===== src/sv/u8u16_pkg.sv =====
package u8u16_pkg;

  typedef enum logic [1:0] {
    ST_OK        = 2'd0,
    ST_EXHAUSTED = 2'd1,
    ST_ILLEGAL   = 2'd2
  } dec_status_t;

  // One entry of the result queue
  typedef struct packed {
    logic [15:0] code_unit;
    logic        has_unit;
    dec_status_t status;
    logic        stream_end;
  } result_t;

  // Outcome of decoding one complete sequence
  typedef struct packed {
    logic        bad;
    logic        pair;
    logic [15:0] unit0;
    logic [15:0] unit1;
  } dec_res_t;

  localparam int unsigned QDEPTH = 4;
  localparam int unsigned QAW    = $clog2(QDEPTH);

  // Offsets removed after shifting in lead and trailing bytes (by trail count)
  localparam logic [31:0] SEQ_OFFSET [4] = '{
    32'h0000_0000, 32'h0000_3080, 32'h000E_2080, 32'h03C8_2080
  };

  localparam logic [15:0] HI_SURR_BASE = 16'hD800;
  localparam logic [15:0] LO_SURR_BASE = 16'hDC00;
  localparam logic [15:0] REPLACEMENT  = 16'hFFFD;
  localparam logic [31:0] PLANE1_BASE  = 32'h0001_0000;
  localparam logic [31:0] MAX_CODE     = 32'h0010_FFFF;
  localparam logic [7:0]  LEAD_MAX     = 8'hF4;
  localparam logic [7:0]  LEAD_MIN2    = 8'hC2;

  function automatic logic [2:0] trail_count(input logic [7:0] b);
    logic [2:0] n;
    if (b < 8'hC0)      n = 3'd0;
    else if (b < 8'hE0) n = 3'd1;
    else if (b < 8'hF0) n = 3'd2;
    else if (b < 8'hF8) n = 3'd3;
    else if (b < 8'hFC) n = 3'd4;
    else                n = 3'd5;
    return n;
  endfunction

endpackage


===== src/sv/u8u16_seq_dec.sv =====
module u8u16_seq_dec
  import u8u16_pkg::*;
(
  input  logic [7:0]      lead,
  input  logic [2:0][7:0] trail,
  input  logic [2:0]      need,
  input  logic            lenient,
  output dec_res_t        res
);

  logic        legal;
  logic [31:0] acc;
  logic [31:0] ch;
  logic [31:0] ch_sup;
  logic        surr;

  // Legality of the whole sequence
  always_comb begin
    legal = 1'b1;
    if (need > 3'd3) legal = 1'b0;
    if (need >= 3'd1) begin
      if (need == 3'd3 && !(trail[2] inside {[8'h80:8'hBF]})) legal = 1'b0;
      if (need >= 3'd2 && !(trail[1] inside {[8'h80:8'hBF]})) legal = 1'b0;
      if (trail[0] > 8'hBF) legal = 1'b0;
      case (lead)
        8'hE0:    if (trail[0] < 8'hA0) legal = 1'b0;
        8'hED:    if (trail[0] > 8'h9F) legal = 1'b0;
        8'hF0:    if (trail[0] < 8'h90) legal = 1'b0;
        LEAD_MAX: if (trail[0] > 8'h8F) legal = 1'b0;
        default:  if (trail[0] < 8'h80) legal = 1'b0;
      endcase
    end
    if (lead >= 8'h80 && lead < LEAD_MIN2) legal = 1'b0;
    if (lead > LEAD_MAX) legal = 1'b0;
  end

  always_comb begin
    acc = {24'd0, lead};
    if (need >= 3'd1) acc = (acc << 6) + {24'd0, trail[0]};
    if (need >= 3'd2) acc = (acc << 6) + {24'd0, trail[1]};
    if (need >= 3'd3) acc = (acc << 6) + {24'd0, trail[2]};
    ch     = acc - SEQ_OFFSET[need[1:0]];
    ch_sup = ch - PLANE1_BASE;
    surr   = (ch >= 32'h0000_D800) && (ch <= 32'h0000_DFFF);
  end

  always_comb begin
    res       = '0;
    res.unit0 = ch[15:0];
    res.unit1 = ch_sup[15:0];
    if (!legal) begin
      res.bad = 1'b1;
    end else if (ch <= 32'h0000_FFFF) begin
      if (surr) begin
        res.bad   = !lenient;
        res.unit0 = REPLACEMENT;
      end
    end else if (ch > MAX_CODE) begin
      res.bad   = !lenient;
      res.unit0 = REPLACEMENT;
    end else begin
      res.pair  = 1'b1;
      res.unit0 = ch_sup[25:10] + HI_SURR_BASE;
      res.unit1 = {6'd0, ch_sup[9:0]} + LO_SURR_BASE;
    end
  end

endmodule


===== src/sv/utf8_to_utf16_decoder.sv =====
// UTF-8 to UTF-16 stream decoder.
// Input channel (in_valid/in_ready): one source byte per transfer, with
// in_stream_last on the final byte of a stream. Result channel
// (out_valid/out_ready): one UTF-16 unit or one status result per transfer.
// A legal sequence gives one unit, or a surrogate pair as two transfers.
// An incomplete stream gives status exhausted, an illegal sequence status
// illegal; both carry out_stream_end, and after an error the following bytes
// are dropped up to and including the next end-marked byte.
// A byte that completes a sequence is decoded from the input register, and
// its results are written into the result queue, whose head drives the output.
// Throughput: one byte per cycle while the result queue has room; the single
// result port sends a surrogate pair as two transfers. Bytes pass an input register and
// are decoded into a four-entry result queue, which lets intake continue
// while a result waits for the receiver; when out_ready stays low the queue
// fills and in_ready drops. cfg_we writes lenient mode from cfg_wdata.
// Reset: the queue empties, no sequence is open, lenient mode is set.
module utf8_to_utf16_decoder
  import u8u16_pkg::*;
(
  input  logic        clk,
  input  logic        rst_n,
  input  logic        cfg_we,
  input  logic        cfg_wdata,
  input  logic        in_valid,
  output logic        in_ready,
  input  logic [7:0]  in_byte_value,
  input  logic        in_stream_last,
  output logic        out_valid,
  input  logic        out_ready,
  output logic [15:0] out_code_unit,
  output logic        out_has_unit,
  output logic [1:0]  out_status,
  output logic        out_stream_end
);

  logic            lenient_r;
  logic            s1_vld_r;
  logic [7:0]      s1_byte_r;
  logic            s1_last_r;

  logic [7:0]      lead_r, lead_nxt;
  logic [2:0][7:0] trail_r, trail_nxt;
  logic [2:0]      need_r, need_nxt;
  logic [2:0]      seen_r, seen_nxt;
  logic            disc_r, disc_nxt;

  result_t         q_r [QDEPTH];
  logic [QAW-1:0]  wr_ptr_r, rd_ptr_r;
  logic [QAW:0]    cnt_r;

  logic            pop, s1_fire;
  logic [1:0]      n_push;
  result_t         res0, res1;
  logic [2:0]      eff_need;
  logic            complete;
  dec_res_t        dec;

  assign out_valid = (cnt_r != '0);
  assign pop       = out_valid && out_ready;
  assign s1_fire   = s1_vld_r && ((cnt_r <= (QAW+1)'(QDEPTH - 2))
                     || (cnt_r == (QAW+1)'(QDEPTH - 1) && pop));
  assign in_ready  = !s1_vld_r || s1_fire;

  always_ff @(posedge clk) begin
    if (!rst_n) begin
      lenient_r <= 1'b1;
    end else if (cfg_we) begin
      lenient_r <= cfg_wdata;
    end
  end

  always_ff @(posedge clk) begin
    if (!rst_n) begin
      s1_vld_r <= 1'b0;
    end else if (in_ready) begin
      s1_vld_r <= in_valid;
    end
  end

  always_ff @(posedge clk) begin
    if (in_valid && in_ready) begin
      s1_byte_r <= in_byte_value;
      s1_last_r <= in_stream_last;
    end
  end

  // Sequence collection: merge the current byte into the stored sequence
  always_comb begin
    lead_nxt  = lead_r;
    trail_nxt = trail_r;
    seen_nxt  = seen_r;
    if (need_r == 3'd0) begin
      lead_nxt = s1_byte_r;
      seen_nxt = 3'd0;
      eff_need = trail_count(s1_byte_r);
    end else begin
      if (seen_r < 3'd3) trail_nxt[seen_r[1:0]] = s1_byte_r;
      seen_nxt = seen_r + 3'd1;
      eff_need = need_r;
    end
    complete = (seen_nxt >= eff_need);
  end

  u8u16_seq_dec u_dec (
    .lead    (lead_nxt),
    .trail   (trail_nxt),
    .need    (eff_need),
    .lenient (lenient_r),
    .res     (dec)
  );

  always_comb begin
    need_nxt = need_r;
    disc_nxt = disc_r;
    n_push   = 2'd0;
    res0     = '0;
    res1     = '0;
    if (disc_r) begin
      if (s1_last_r) disc_nxt = 1'b0;
    end else if (!complete) begin
      need_nxt = eff_need;
      if (s1_last_r) begin
        need_nxt        = 3'd0;
        n_push          = 2'd1;
        res0.status     = ST_EXHAUSTED;
        res0.stream_end = 1'b1;
      end
    end else begin
      need_nxt = 3'd0;
      if (dec.bad) begin
        n_push          = 2'd1;
        res0.status     = ST_ILLEGAL;
        res0.stream_end = 1'b1;
        disc_nxt        = !s1_last_r;
      end else begin
        res0.code_unit = dec.unit0;
        res0.has_unit  = 1'b1;
        res0.status    = ST_OK;
        if (dec.pair) begin
          n_push          = 2'd2;
          res1.code_unit  = dec.unit1;
          res1.has_unit   = 1'b1;
          res1.status     = ST_OK;
          res1.stream_end = s1_last_r;
        end else begin
          n_push          = 2'd1;
          res0.stream_end = s1_last_r;
        end
      end
    end
  end

  always_ff @(posedge clk) begin
    if (!rst_n) begin
      lead_r <= '0;
      need_r <= '0;
      seen_r <= '0;
      disc_r <= 1'b0;
    end else if (s1_fire) begin
      lead_r <= lead_nxt;
      need_r <= need_nxt;
      seen_r <= need_nxt == 3'd0 ? 3'd0 : seen_nxt;
      disc_r <= disc_nxt;
    end
  end

  // Trailing byte store has no reset: only entries written this sequence are read
  always_ff @(posedge clk) begin
    if (s1_fire && !disc_r) begin
      trail_r <= trail_nxt;
    end
  end

  always_ff @(posedge clk) begin
    if (s1_fire && n_push != 2'd0) begin
      q_r[wr_ptr_r] <= res0;
      if (n_push == 2'd2) q_r[wr_ptr_r + QAW'(1)] <= res1;
    end
  end

  always_ff @(posedge clk) begin
    if (!rst_n) begin
      wr_ptr_r <= '0;
      rd_ptr_r <= '0;
      cnt_r    <= '0;
    end else begin
      if (s1_fire) wr_ptr_r <= wr_ptr_r + QAW'(n_push);
      if (pop)     rd_ptr_r <= rd_ptr_r + QAW'(1);
      cnt_r <= cnt_r + (s1_fire ? (QAW+1)'(n_push) : '0) - (QAW+1)'(pop);
    end
  end

  assign out_code_unit  = q_r[rd_ptr_r].code_unit;
  assign out_has_unit   = q_r[rd_ptr_r].has_unit;
  assign out_status     = q_r[rd_ptr_r].status;
  assign out_stream_end = q_r[rd_ptr_r].stream_end;

endmodule


===== config.mk =====
export PLATFORM = sky130hd
export DESIGN_NAME = utf8_to_utf16_decoder
export DESIGN_NICKNAME = d
export VERILOG_FILES = /design/src/sv/u8u16_pkg.sv /design/src/sv/u8u16_seq_dec.sv /design/src/sv/utf8_to_utf16_decoder.sv
export SDC_FILE = /design/constraint.sdc
export NUM_CORES = 1
export LEC_CHECK = 0
export BUFFER_PORTS_ARGS = -buffer_cell sky130_fd_sc_hd__buf_2
export CAP_MARGIN = 20
export CORE_MARGIN = 4
export CORE_UTILIZATION = 40
export DETAILED_ROUTE_END_ITERATION = 10
export GPL_TIMING_DRIVEN = 1
export PLACE_DENSITY = 0.65
export RECOVER_POWER = 50
export SYNTH_ARGS = -nofsm -noshare
export SYNTH_HDL_FRONTEND = slang
export SYNTH_HIERARCHICAL = 1
export SYNTH_SLANG_ARGS = --single-unit

===== constraint.sdc =====
create_clock -name clk -period 8.2 [get_ports clk]
set_input_delay 1.64 -clock clk [delete_from_list [all_inputs] [get_ports clk]]
set_output_delay 1.64 -clock clk [all_outputs]
set_load 0.01 [all_outputs]

==> summary.md, run 1 <==
| Metric | Value |
|---|---|
| Seq/Total Area, Yosys | `0.3764` |
| Later-pin clock latency in the skew report | `420 ps` |
| # rows | `58` |
| Initial antenna violation count | `0` |
| Vias in the first global route | `8164` |
| Io pins | `37` |
| CTS tree | `built` |
| Post-Syn Area | `10180 sq um` |
| Data required, critical path | `8510 ps` |
| Die Y | `167.6 um` |
| CP peak stage delay | `640 ps` |
| Final setup vio count | `0` |
| Pwr dens | `228.3 nW/um^2` |
| Total CTS buffers | `17` |
| Vias per cell | `5.907` |
| Cell-internal power | `1.715 mW` |
| Gpl congestion | `0.8825` |
| CP top delay family | `compound AO/OA/AOI/OAI gates` |
| Max Cap Viol | `0` |
| Post-synthesis cell count | `1017` |
| Layout cells sized above 1 | `0.2281` |
| Placed Instances | `1389` |
| Register share of total power | `0.318` |
| Cell Count, Final, Fillers Out | `1435` |
| Root Buffer | `clkbuf_16` |
| Antenna Diode Count | `0` |
| Rel. slew slack | `0.07180` |
| Pwr Total | `2.715 mW` |
| Outcome | `finished, final reports clean` |
| Max Fclk | `127.1 MHz` |
| Area growth syn-to-layout | `16.78%` |
| Initial Util | `0.4056` |
| EDFF count, synth | `105` |
| Clk slew on worst S/H paths | `60 ps` |
| Setup crit end kind | `flip-flop` |
| FF-to-FF setup slack | `330 ps` |
| Share of the synthesized area in the top cell type | `0.3096` |
| Fin area | `11890 sq um` |
| Worst hold path class | `flip-flop to flip-flop` |
| Leakage | `4.263 nW` |
| Final worst-path cycle share | `0.9597` |
| Final Core Density | `0.4737` |
| Critical Path AT | `8180 ps` |
| Yosys top cell by area | `edfxtp_1` |
| Nets | `1140` |
| Switching pwr | `1.000 mW` |
| CTS max path bufs | `2` |
| Global Route Usage Sum | `0.1923` |
| Worst path slowest cell | `o41ai_1` |
| Mapped Avg Cell Area | `10.01 sq um` |
| Fin. max-slew vios | `0` |
| Critical path's most frequent cell | `ha_1` |
| Detailed-route DRC error count | `0` |
| DRT Pass-1 Iters | `5` |
| Setup crit start kind | `flip-flop` |
| Starting DRT DRC Count | `683` |
| Synthesized net count | `1065` |
| Total number of clock tree sinks | `139` |
| CORE AREA | `25110 sq um` |
| Synthesized flop and latch total | `139` |
| Post-synthesis async set-or-reset flop share | `0` |
| Number of library cell types mapped by synthesis | `102` |
| Dpl cell area | `11010 sq um` |
| Worst setup path category | `flip-flop to flip-flop` |
| Sw Ratio | `0.3684` |
| H-Tree Depth | `4` |
| Bufs and invs on worst path | `3` |
| Gr ovfl total | `0` |
| PortBufs | `36` |
| Largest net degree at the start of global routing | `39` |
| Worst Min Path Start | `q_r[2][1]` |
| Maximum vdd drop | `0.1258 mV` |
| Count of warnings emitted by yosys | `6` |
| Vias | `8476` |
| Slew at the pin closest to its max-slew limit | `1392 ps` |
| Clock share of power | `0.274` |
| Reg2Reg Launch Point | `seen_r[0]` |
| DP HPWL | `19660 um` |
| Gate power share | `0.408` |
| Post-route ant nets | `0` |
| Chip width | `167.6 um` |
| Layout fillers | `2388` |
| Final wirelength | `27650 um` |
| Final hold vios | `0` |
| Critical path launch point | `seen_r[0]` |
| Die ar. | `28080 sq um` |
| Per-cell routed wire length | `19.27 um` |
| Final Skew | `12.38 ps` |
| Tmin final | `7869 ps` |
| Main area contributors after synthesis | `edfxtp_1, dfxtp_1, a22o_1, mux4_2, mux2_2` |
| Worst-path fanout max | `7` |
| Main synth FF type | `edfxtp_1` |
| First-pass GRT wire length | `44000 um` |
## registers in the layout (all words and copies together) (netlist names), named ones only
signal and cells:
cnt_r 3, disc_r 1, lead_r 8, lenient_r 1, need_r 3, q_r 80, rd_ptr_r 2, s1_byte_r 8
s1_last_r 1, s1_vld_r 1, seen_r 3, trail_r 24, wr_ptr_r 2
## path summary, 6_finish.rpt
path                             endpoint  cells after the start
worst max-delay path             cnt_r[2]                     27
worst min-delay path            q_r[2][1]                      2
worst max register to register   cnt_r[2]                     27
worst min register to register  q_r[2][1]                      2
## cell type report
cell class | count | area [sq um] | share of cell area
repair buffers | 111 | 720.7 | 0.06059
multi-input cells | 781 | 6201 | 0.5214
inverters | 42 | 157.7 | 0.01325
clock inverters | 15 | 137.6 | 0.01157
well taps | 330 | 412.9 | 0.03471
clock buffers | 17 | 425.4 | 0.03577
flip-flops and latches | 139 | 3839 | 0.3227
## synth_stat cells (4+ instances only)
cell,n
edfxtp_1,105
fa_1,4
buf_2,10
nand2_1,100
nor4b_1,5
nand4_1,7
or3_1,18
buf_4,6
a31oi_1,8
mux2_2,34
mux4_2,20
nor3_2,4
o41ai_1,6
o21a_1,13
o21bai_1,5
nor3_1,25
nor3b_1,6
and2_1,13
nor4_1,10
inv_1,41
or2_2,10
a21o_1,5
nor2b_1,6
a22oi_1,12
mux2i_1,18
dfxtp_1,34
a21boi_0,14
or4_1,6
o211ai_1,12
o21ai_0,49
xnor2_1,24
nand2b_1,18
nor2_1,60
a22o_1,65
clkbuf_1,32
buf_6,4
nand3_1,23
ha_1,29
xor2_1,17
a21oi_1,40
## logic make-up after synthesis
kind of cell | Yosys count | synth area share
simple gates | 339 | 0.1765
flops | 139 | 0.3764
buf+inv | 97 | 0.04226
compound gates | 294 | 0.2229
fa+ha+maj | 33 | 0.04349
xor+xnor | 42 | 0.03747
mux | 73 | 0.1010
## power groups by stage
| stage | Sequential [mW] | Clock [mW] | Combinational (mW) |
|---|---|---|---|
| 6_report | 0.864 | 0.743 | 1.11 |
| 5_1_grt | 0.871 | 0.789 | 1.21 |
| 4_1_cts | 0.864 | 0.752 | 1.04 |
| 3_5_place_dp | 0.879 | 0 | 1.03 |
| 3_3_place_gp | 0.875 | 0 | 1.01 |
| 2_1_floorplan | 0.861 | 0 | 0.755 |
## repair_timing
| action | in CTS | in global routing |
|---|---|---|
| pin swaps | 2 | 14 |
| resized for setup | 6 | 56 |
| hold buffers | 0 | 0 |
| endpoints found under the setup margin | 66 | 134 |
| setup buffers | 3 | 10 |
| endpoints found under the hold margin | 0 | 0 |
## per-stage QoR
step / hold slack, ps / TNS (ps) / setup slack [ps]
6_report: 458.5 / 0 / 330.7
2_1_floorplan: 428.2 / 0 / 14.72
3_3_place_gp: 444.9 / -2301 / -257.4
3_5_place_dp: 442.8 / -5408 / -356.9
5_1_grt: 465.7 / -86.75 / -86.75
4_1_cts: 456.8 / 0 / 25.41
## cells in the final DEF (no fill, tap or decap), drive strengths merged, types with 8 or more instances in the layout
cell	count
inv	48
or3	19
buf	86
ha	29
xnor2	24
mux4	20
o41ai	8
nand2b	18
or2	12
nor3	30
nand3	24
edfxtp	105
and2	13
mux2i	18
a22o	65
nor4	10
nor2	64
mux2	35
nand2	100
dfxtp	34
o211ai	12
o21ai	52
a21oi	40
a31oi	8
a22oi	12
xor2	17
o21a	13
clkbuf	42
a21boi	14
## worst reg2reg max path, delay by kind of cell, from the launching register on
family | cells | cell delay (ps)
buf+inv | 3 | 360
compound gates | 7 | 2640
mux | 2 | 570
flops | 1 | 460
simple gates | 8 | 1790
xor+xnor | 2 | 290
fa+ha+maj | 5 | 1680
## layer usage
layer  track usage  part of all wire  up-vias
li1              -                 -     4057
met1        0.2631              0.45     4137
met2        0.3268              0.48      250
met3       0.02408             0.048       32
met4       0.04517             0.020        0
met5             0                 0        -
No activity file was read; power rests on OpenSTA's default activity.
==> run 2, diff against run 1 <==
Settings changed: REMOVE_ABC_BUFFERS from default to 1.
==> run 2 against run 1 <==
Power increased by 2.0%. Critical path type unchanged. Largest power group unchanged. Sequential power about the same. Critical path depth increased by 9. Global-route usage decreased by 0.20 points. Worst hold slack got worse by 1.1 ps. Sequential share of layout area decreased by 0.089 points. Combinational power about the same. Count of clock-buffer cells in the layout unchanged. Setup slack improved by 66 ps. Core utilization increased by 0.070 points. Highest routed layer unchanged. Clock skew increased by 3.6 ps.
==> summary.md, run 2 (synthesis results as in run 1) <==
| Metric | Value |
|---|---|
| Die Y | `167.6 um (unchanged)` |
| Vias per cell | `5.850 (was 5.907)` |
| Outcome | `finished, final reports clean (unchanged)` |
| Antenna Diode Count | `0 (unchanged)` |
| Die ar. | `28080 sq um (unchanged)` |
| CTS tree | `built (unchanged)` |
| Starting DRT DRC Count | `675 (was 683)` |
| Final hold vios | `0 (unchanged)` |
| CORE AREA | `25110 sq um (unchanged)` |
| Setup crit start kind | `flip-flop (unchanged)` |
| Final Skew | `15.97 ps (was 12.38 ps)` |
| Gr ovfl total | `0 (unchanged)` |
| # rows | `58 (unchanged)` |
| Hold buffers post-CTS | `0 (unchanged)` |
| Slew at the pin closest to its max-slew limit | `1367 ps (was 1392 ps)` |
| Worst hold path class | `flip-flop to flip-flop (unchanged)` |
| Tmin final | `7803 ps (was 7869 ps)` |
| CP peak stage delay | `550 ps (was 640 ps)` |
| FF-to-FF setup slack | `400 ps (was 330 ps)` |
| Most frequent cells in the layout | `edfxtp_1, nand2_1, buf_4 (unchanged)` |
| Setup crit end kind | `flip-flop (unchanged)` |
| Post-route ant nets | `0 (unchanged)` |
| Max Cap Viol | `0 (unchanged)` |
| Placed Instances | `1394 (was 1389)` |
| Cell Count, Final, Fillers Out | `1446 (was 1435)` |
| DP HPWL | `19650 um (was 19660 um)` |
| Initial antenna violation count | `0 (unchanged)` |
| Detailed-route DRC error count | `0 (unchanged)` |
| Io pins | `37 (unchanged)` |
| Root Buffer | `clkbuf_16 (unchanged)` |
| Vias | `8459 (was 8476)` |
| Worst path slowest cell | `or4_4 (was o41ai_1)` |
| Number of flip-flops in the largest register | `80 (unchanged)` |
| Max Fclk | `128.2 MHz (was 127.1 MHz)` |
| Leakage | `4.341 nW (was 4.263 nW)` |
| Largest registers | `q_r (80), trail_r (24) (unchanged)` |
| CTS max path bufs | `2 (unchanged)` |
| Per-cell routed wire length | `18.87 um (was 19.27 um)` |
| H-Tree Depth | `4 (unchanged)` |
| Most common cell after layout, fill and taps aside | `edfxtp_1 (unchanged)` |
| Rel. slew slack | `0.08891 (was 0.07180)` |
| Pwr dens | `232.5 nW/um^2 (was 228.3 nW/um^2)` |
| Gpl congestion | `0.8479 (was 0.8825)` |
| Chip width | `167.6 um (unchanged)` |
| Worst setup path category | `flip-flop to flip-flop (unchanged)` |
| Nets | `1151 (was 1140)` |
| Later-pin clock latency in the skew report | `430 ps (was 420 ps)` |
| Area growth syn-to-layout | `16.95% (was 16.78%)` |
| Fin. max-slew vios | `0 (unchanged)` |
| Final setup vio count | `0 (unchanged)` |
| Final wirelength | `27280 um (was 27650 um)` |
| Total number of clock tree sinks | `139 (unchanged)` |
| First-pass GRT wire length | `43460 um (was 44000 um)` |
| Layout cells sized above 1 | `0.2159 (was 0.2281)` |
| Final Core Density | `0.4744 (was 0.4737)` |
| Global Route Usage Sum | `0.1902 (was 0.1923)` |
| Initial Util | `0.4056 (unchanged)` |
| Worst-path fanout max | `9 (was 7)` |
| Data required, critical path | `8520 ps (was 8510 ps)` |
| Final worst-path cycle share | `0.9516 (was 0.9597)` |
| Maximum vdd drop | `0.1347 mV (was 0.1258 mV)` |
| Clk slew on worst S/H paths | `70 ps (was 60 ps)` |
| Critical Path AT | `8120 ps (was 8180 ps)` |
| PortBufs | `36 (unchanged)` |
| Largest net degree at the start of global routing | `28 (was 39)` |
| Largest Register | `q_r (unchanged)` |
| Vias in the first global route | `8035 (was 8164)` |
| Total CTS buffers | `17 (unchanged)` |
| DRT Pass-1 Iters | `4 (was 5)` |
-- run 2: cell count changes in the layout (fill, tap and decap cells not counted), sizes merged --
cell	change
clkbuf	+1
inv	+3
buf	+10
clkinv	-3
clkinvlp	-2
bufinv	+2
-- run 2: critical path, delay by kind of cell, from the launching register on --
family	cells	cell delay, ps
and+or+nand+nor	14	3090
adders and majority gates	5	1620
buffers and inverters	4	490
DFF	1	370
xor gates and xnor gates	4	600
AOI/OAI and AO/OA	9	1490
-- run 2: power breakdown --
part           internal [mW]  total [mW]  switching, mW
logic                  0.458        1.08          0.623
clock network          0.492       0.824          0.331
registers              0.828       0.864         0.0364
-- run 2: metrics by stage --
step | setup TNS (ps) | hold WS (ps) | power (mW) | instance area (sq um) | worst slack, ps
3_5_place_dp | -82.43 | 457.3 | 1.900 | 11010 | -82.43
5_1_grt | -74.75 | 481.4 | 2.924 | 11910 | -74.75
3_3_place_gp | 0 | 437.1 | 1.882 | 11010 | 159.2
2_1_floorplan | -99980 | 428.9 | 1.596 | 9912 | -1427
4_1_cts | 0 | 465.3 | 2.727 | 11660 | 30.42
6_report | 0 | 457.3 | 2.769 | 11910 | 397.0
-- run 2: per-layer routing --
| metal | part of all wire | GRT usage |
|---|---|---|
| met1 | 0.46 | 0.2573 |
| met3 | 0.043 | 0.02762 |
| met4 | 0.015 | 0.04411 |
| met2 | 0.49 | 0.3243 |
| met5 | 0 | 0 |
-- run 2: path summary, 6_finish.rpt --
path	start	endpoint	cells past startpoint
worst max-delay path	s1_byte_r[3]	cnt_r[2]	36
worst min-delay path	q_r[0][2]	q_r[0][2]	2
worst max register to register	s1_byte_r[3]	cnt_r[2]	36
worst min register to register	q_r[0][2]	q_r[0][2]	2
-- run 2: cell type report --
cell class                      instances  area (sq um)
Clock buffer                           17         425.4
Clock inverter                         15         202.7
Fill cell                            2366         13200
Inverter                               42         157.7
Multi-Input combinational cell        781          6065
Sequential cell                       139          3834
Tap cell                              330         412.9
Timing Repair Buffer                  122         814.5
-- run 2: what timing repair did --
action	CTS	global route
resized for setup	3	35
gates cloned	0	0
endpoints found under the hold margin	0	0
endpoints found under the setup margin	1	118
buffers inserted	0	19
pin swaps	0	9
==> run 3, diff against run 2 <==
Settings changed: CORE_ASPECT_RATIO from default to 0.7.
==> run 3 against run 2 <==
Clock skew decreased by 4.3 ps. Cell count decreased by 0.14%. First-iteration DRC count rose by 15%. Wire length increased by 5.9%.
==> summary.md, run 3 (synthesis results as in run 1) <==
| Metric | Value |
|---|---|
| Leakage | `4.397 nW (was 4.341 nW)` |
| Max Fclk | `126.9 MHz (was 128.2 MHz)` |
| CTS max path bufs | `2 (unchanged)` |
| # rows | `48 (was 58)` |
| Per-cell routed wire length | `20.01 um (was 18.87 um)` |
| Final hold vios | `0 (unchanged)` |
| Final setup vio count | `0 (unchanged)` |
| Setup_tns | `0 ps (unchanged)` |
| Global Route Usage Sum | `0.2031 (was 0.1902)` |
| Initial antenna violation count | `0 (unchanged)` |
| Detailed-route DRC error count | `0 (unchanged)` |
| Placed Instances | `1386 (was 1394)` |
| Rel. slew slack | `0.2996 (was 0.08891)` |
| Outcome | `finished, final reports clean (unchanged)` |
| Chip width | `198.7 um (was 167.6 um)` |
| CP peak stage delay | `550 ps (about the same)` |
| Most common cell after layout, fill and taps aside | `edfxtp_1 (unchanged)` |
| Critical Path AT | `8200 ps (was 8120 ps)` |
| Vias in the first global route | `8157 (was 8035)` |
| Later-pin clock latency in the skew report | `430 ps (about the same)` |
| Largest Register | `q_r (unchanged)` |
| Dpl cell area | `10980 sq um (was 11010 sq um)` |
| Pwr dens | `231.6 nW/um^2 (was 232.5 nW/um^2)` |
| Post-route ant nets | `0 (unchanged)` |
| Largest net degree at the start of global routing | `28 (unchanged)` |
| Starting DRT DRC Count | `775 (was 675)` |
| Gr ovfl total | `0 (unchanged)` |
| Fin area | `12040 sq um (was 11910 sq um)` |
| Io pins | `37 (unchanged)` |
| Root Buffer | `clkbuf_16 (unchanged)` |
| Final worst-path cycle share | `0.9611 (was 0.9516)` |
| First-pass GRT wire length | `45460 um (was 43460 um)` |
| Antenna Diode Count | `0 (unchanged)` |
| Die ar. | `28120 sq um (was 28080 sq um)` |
| CORE AREA | `24860 sq um (was 25110 sq um)` |
| Number of flip-flops in the largest register | `80 (unchanged)` |
| Largest registers | `q_r (80), trail_r (24) (unchanged)` |
| CTS tree | `built (unchanged)` |
| Total number of clock tree sinks | `139 (unchanged)` |
| Setup crit end kind | `flip-flop (unchanged)` |
| Setup crit start kind | `flip-flop (unchanged)` |
| DP HPWL | `20630 um (was 19650 um)` |
| Fin. max-slew vios | `0 (unchanged)` |
| Maximum vdd drop | `0.1344 mV (was 0.1347 mV)` |
| Final Skew | `11.70 ps (was 15.97 ps)` |
| Area growth syn-to-layout | `18.21% (was 16.95%)` |
| Total CTS buffers | `17 (unchanged)` |
| Worst path slowest cell | `or4_4 (unchanged)` |
| Layout cells sized above 1 | `0.2520 (was 0.2159)` |
| H-Tree Depth | `4 (unchanged)` |
| Initial Util | `0.4096 (was 0.4056)` |
| Vias per cell | `6.079 (was 5.850)` |
| Final wirelength | `28900 um (was 27280 um)` |
| Gpl congestion | `0.8959 (was 0.8479)` |
| Worst-path fanout max | `11 (was 9)` |
| Pwr Total | `2.788 mW (was 2.769 mW)` |
| Data required, critical path | `8520 ps (about the same)` |
| Most frequent cells in the layout | `edfxtp_1, nand2_1, buf_4 (unchanged)` |
| Slew at the pin closest to its max-slew limit | `1047 ps (was 1367 ps)` |
| Nets | `1154 (was 1151)` |
| Clk slew on worst S/H paths | `60 ps (was 70 ps)` |
| Worst hold path class | `flip-flop to flip-flop (unchanged)` |
| Max Cap Viol | `0 (unchanged)` |
| Tmin final | `7881 ps (was 7803 ps)` |
| Die Y | `141.5 um (was 167.6 um)` |
| WHS | `454.2 ps (was 457.3 ps)` |
| Cell Count, Final, Fillers Out | `1444 (was 1446)` |
| Vias | `8778 (was 8459)` |
| DRT Pass-1 Iters | `5 (was 4)` |
| PortBufs | `36 (unchanged)` |
| Layout fillers | `2258 (was 2366)` |
| Worst setup path category | `flip-flop to flip-flop (unchanged)` |
==> run 3: cell types whose count changed in the layout (fill, tap and decap cells not counted), moves of 3 or more <==
| cell | previous run | this run |
|---|---|---|
| buf_4 | 80 | 85 |
| clkbuf_1 | 26 | 3 |
| o21ai_2 | 0 | 3 |
| nor3_2 | 4 | 7 |
| mux2_2 | 22 | 17 |
| a21oi_4 | 0 | 3 |
| nor3_1 | 24 | 20 |
| mux2_1 | 12 | 17 |
| buf_2 | 13 | 35 |
==> run 3: path summary, 6_finish.rpt <==
path | to | cells past startpoint | startpoint | slack [ps]
worst min register to register | q_r[0][2] | 2 | q_r[0][2] | 450
worst max-delay path | cnt_r[2] | 30 | seen_r[0] | 320
worst min-delay path | q_r[0][2] | 2 | q_r[0][2] | 450
worst max register to register | cnt_r[2] | 30 | seen_r[0] | 320
==> run 3: routing by layer <==
metal  track usage  wire length [um]  up-vias
li1              -                 -     4092
met1        0.3092             13790     4322
met2        0.3032             12650      336
met3       0.03276              2163       28
met4       0.04748               289        0
met5             0                 0        -
==> run 3: repair_timing <==
item                                   in CTS  in global routing
gates resized for setup                     3                 63
setup endpoints to repair                   1                138
gates cloned                                0                  0
pin swaps                                   0                 23
endpoints found under the hold margin       0                  0
buffers inserted                            0                 25
hold buffers                                0                  0
==> run 3: power by group <==
group / switching [mW] / leakage, nW / internal (mW)
logic: 0.682 / 2.87 / 0.492
clock network: 0.325 / 0.279 / 0.429
registers: 0.0314 / 1.24 / 0.828
==> run 3: final cells by class <==
| class | instances | area (sq um) | area share |
|---|---|---|---|
| Multi-Input combinational cell | 781 | 6201 | 0.5151 |
| Sequential cell | 139 | 3834 | 0.3184 |
| Timing Repair Buffer | 125 | 859.6 | 0.07140 |
| Clock buffer | 17 | 425.4 | 0.03534 |
| Tap cell | 325 | 406.6 | 0.03378 |
| Inverter | 42 | 157.7 | 0.01310 |
| Clock inverter | 15 | 155.1 | 0.01289 |
==> run 3: worst max-delay path, delay by kind of cell, from the launching register on <==
kind	cells	cell delay, ps
simple gates	12	2910
fa+ha+maj	6	2110
compound gates	5	1050
mux	2	610
flops	1	450
xor+xnor	3	440
buf+inv	2	170
==> run 3: stage by stage <==
stage | utilization | setup WS (ps)
final | 0.4842 | 318.8
after global routing | 0.4842 | -65.16
after CTS | 0.4655 | 16.32
after detailed placement | 0.4417 | -32.01
after global placement | 0.4417 | 83.55
after floorplan | - | -1427
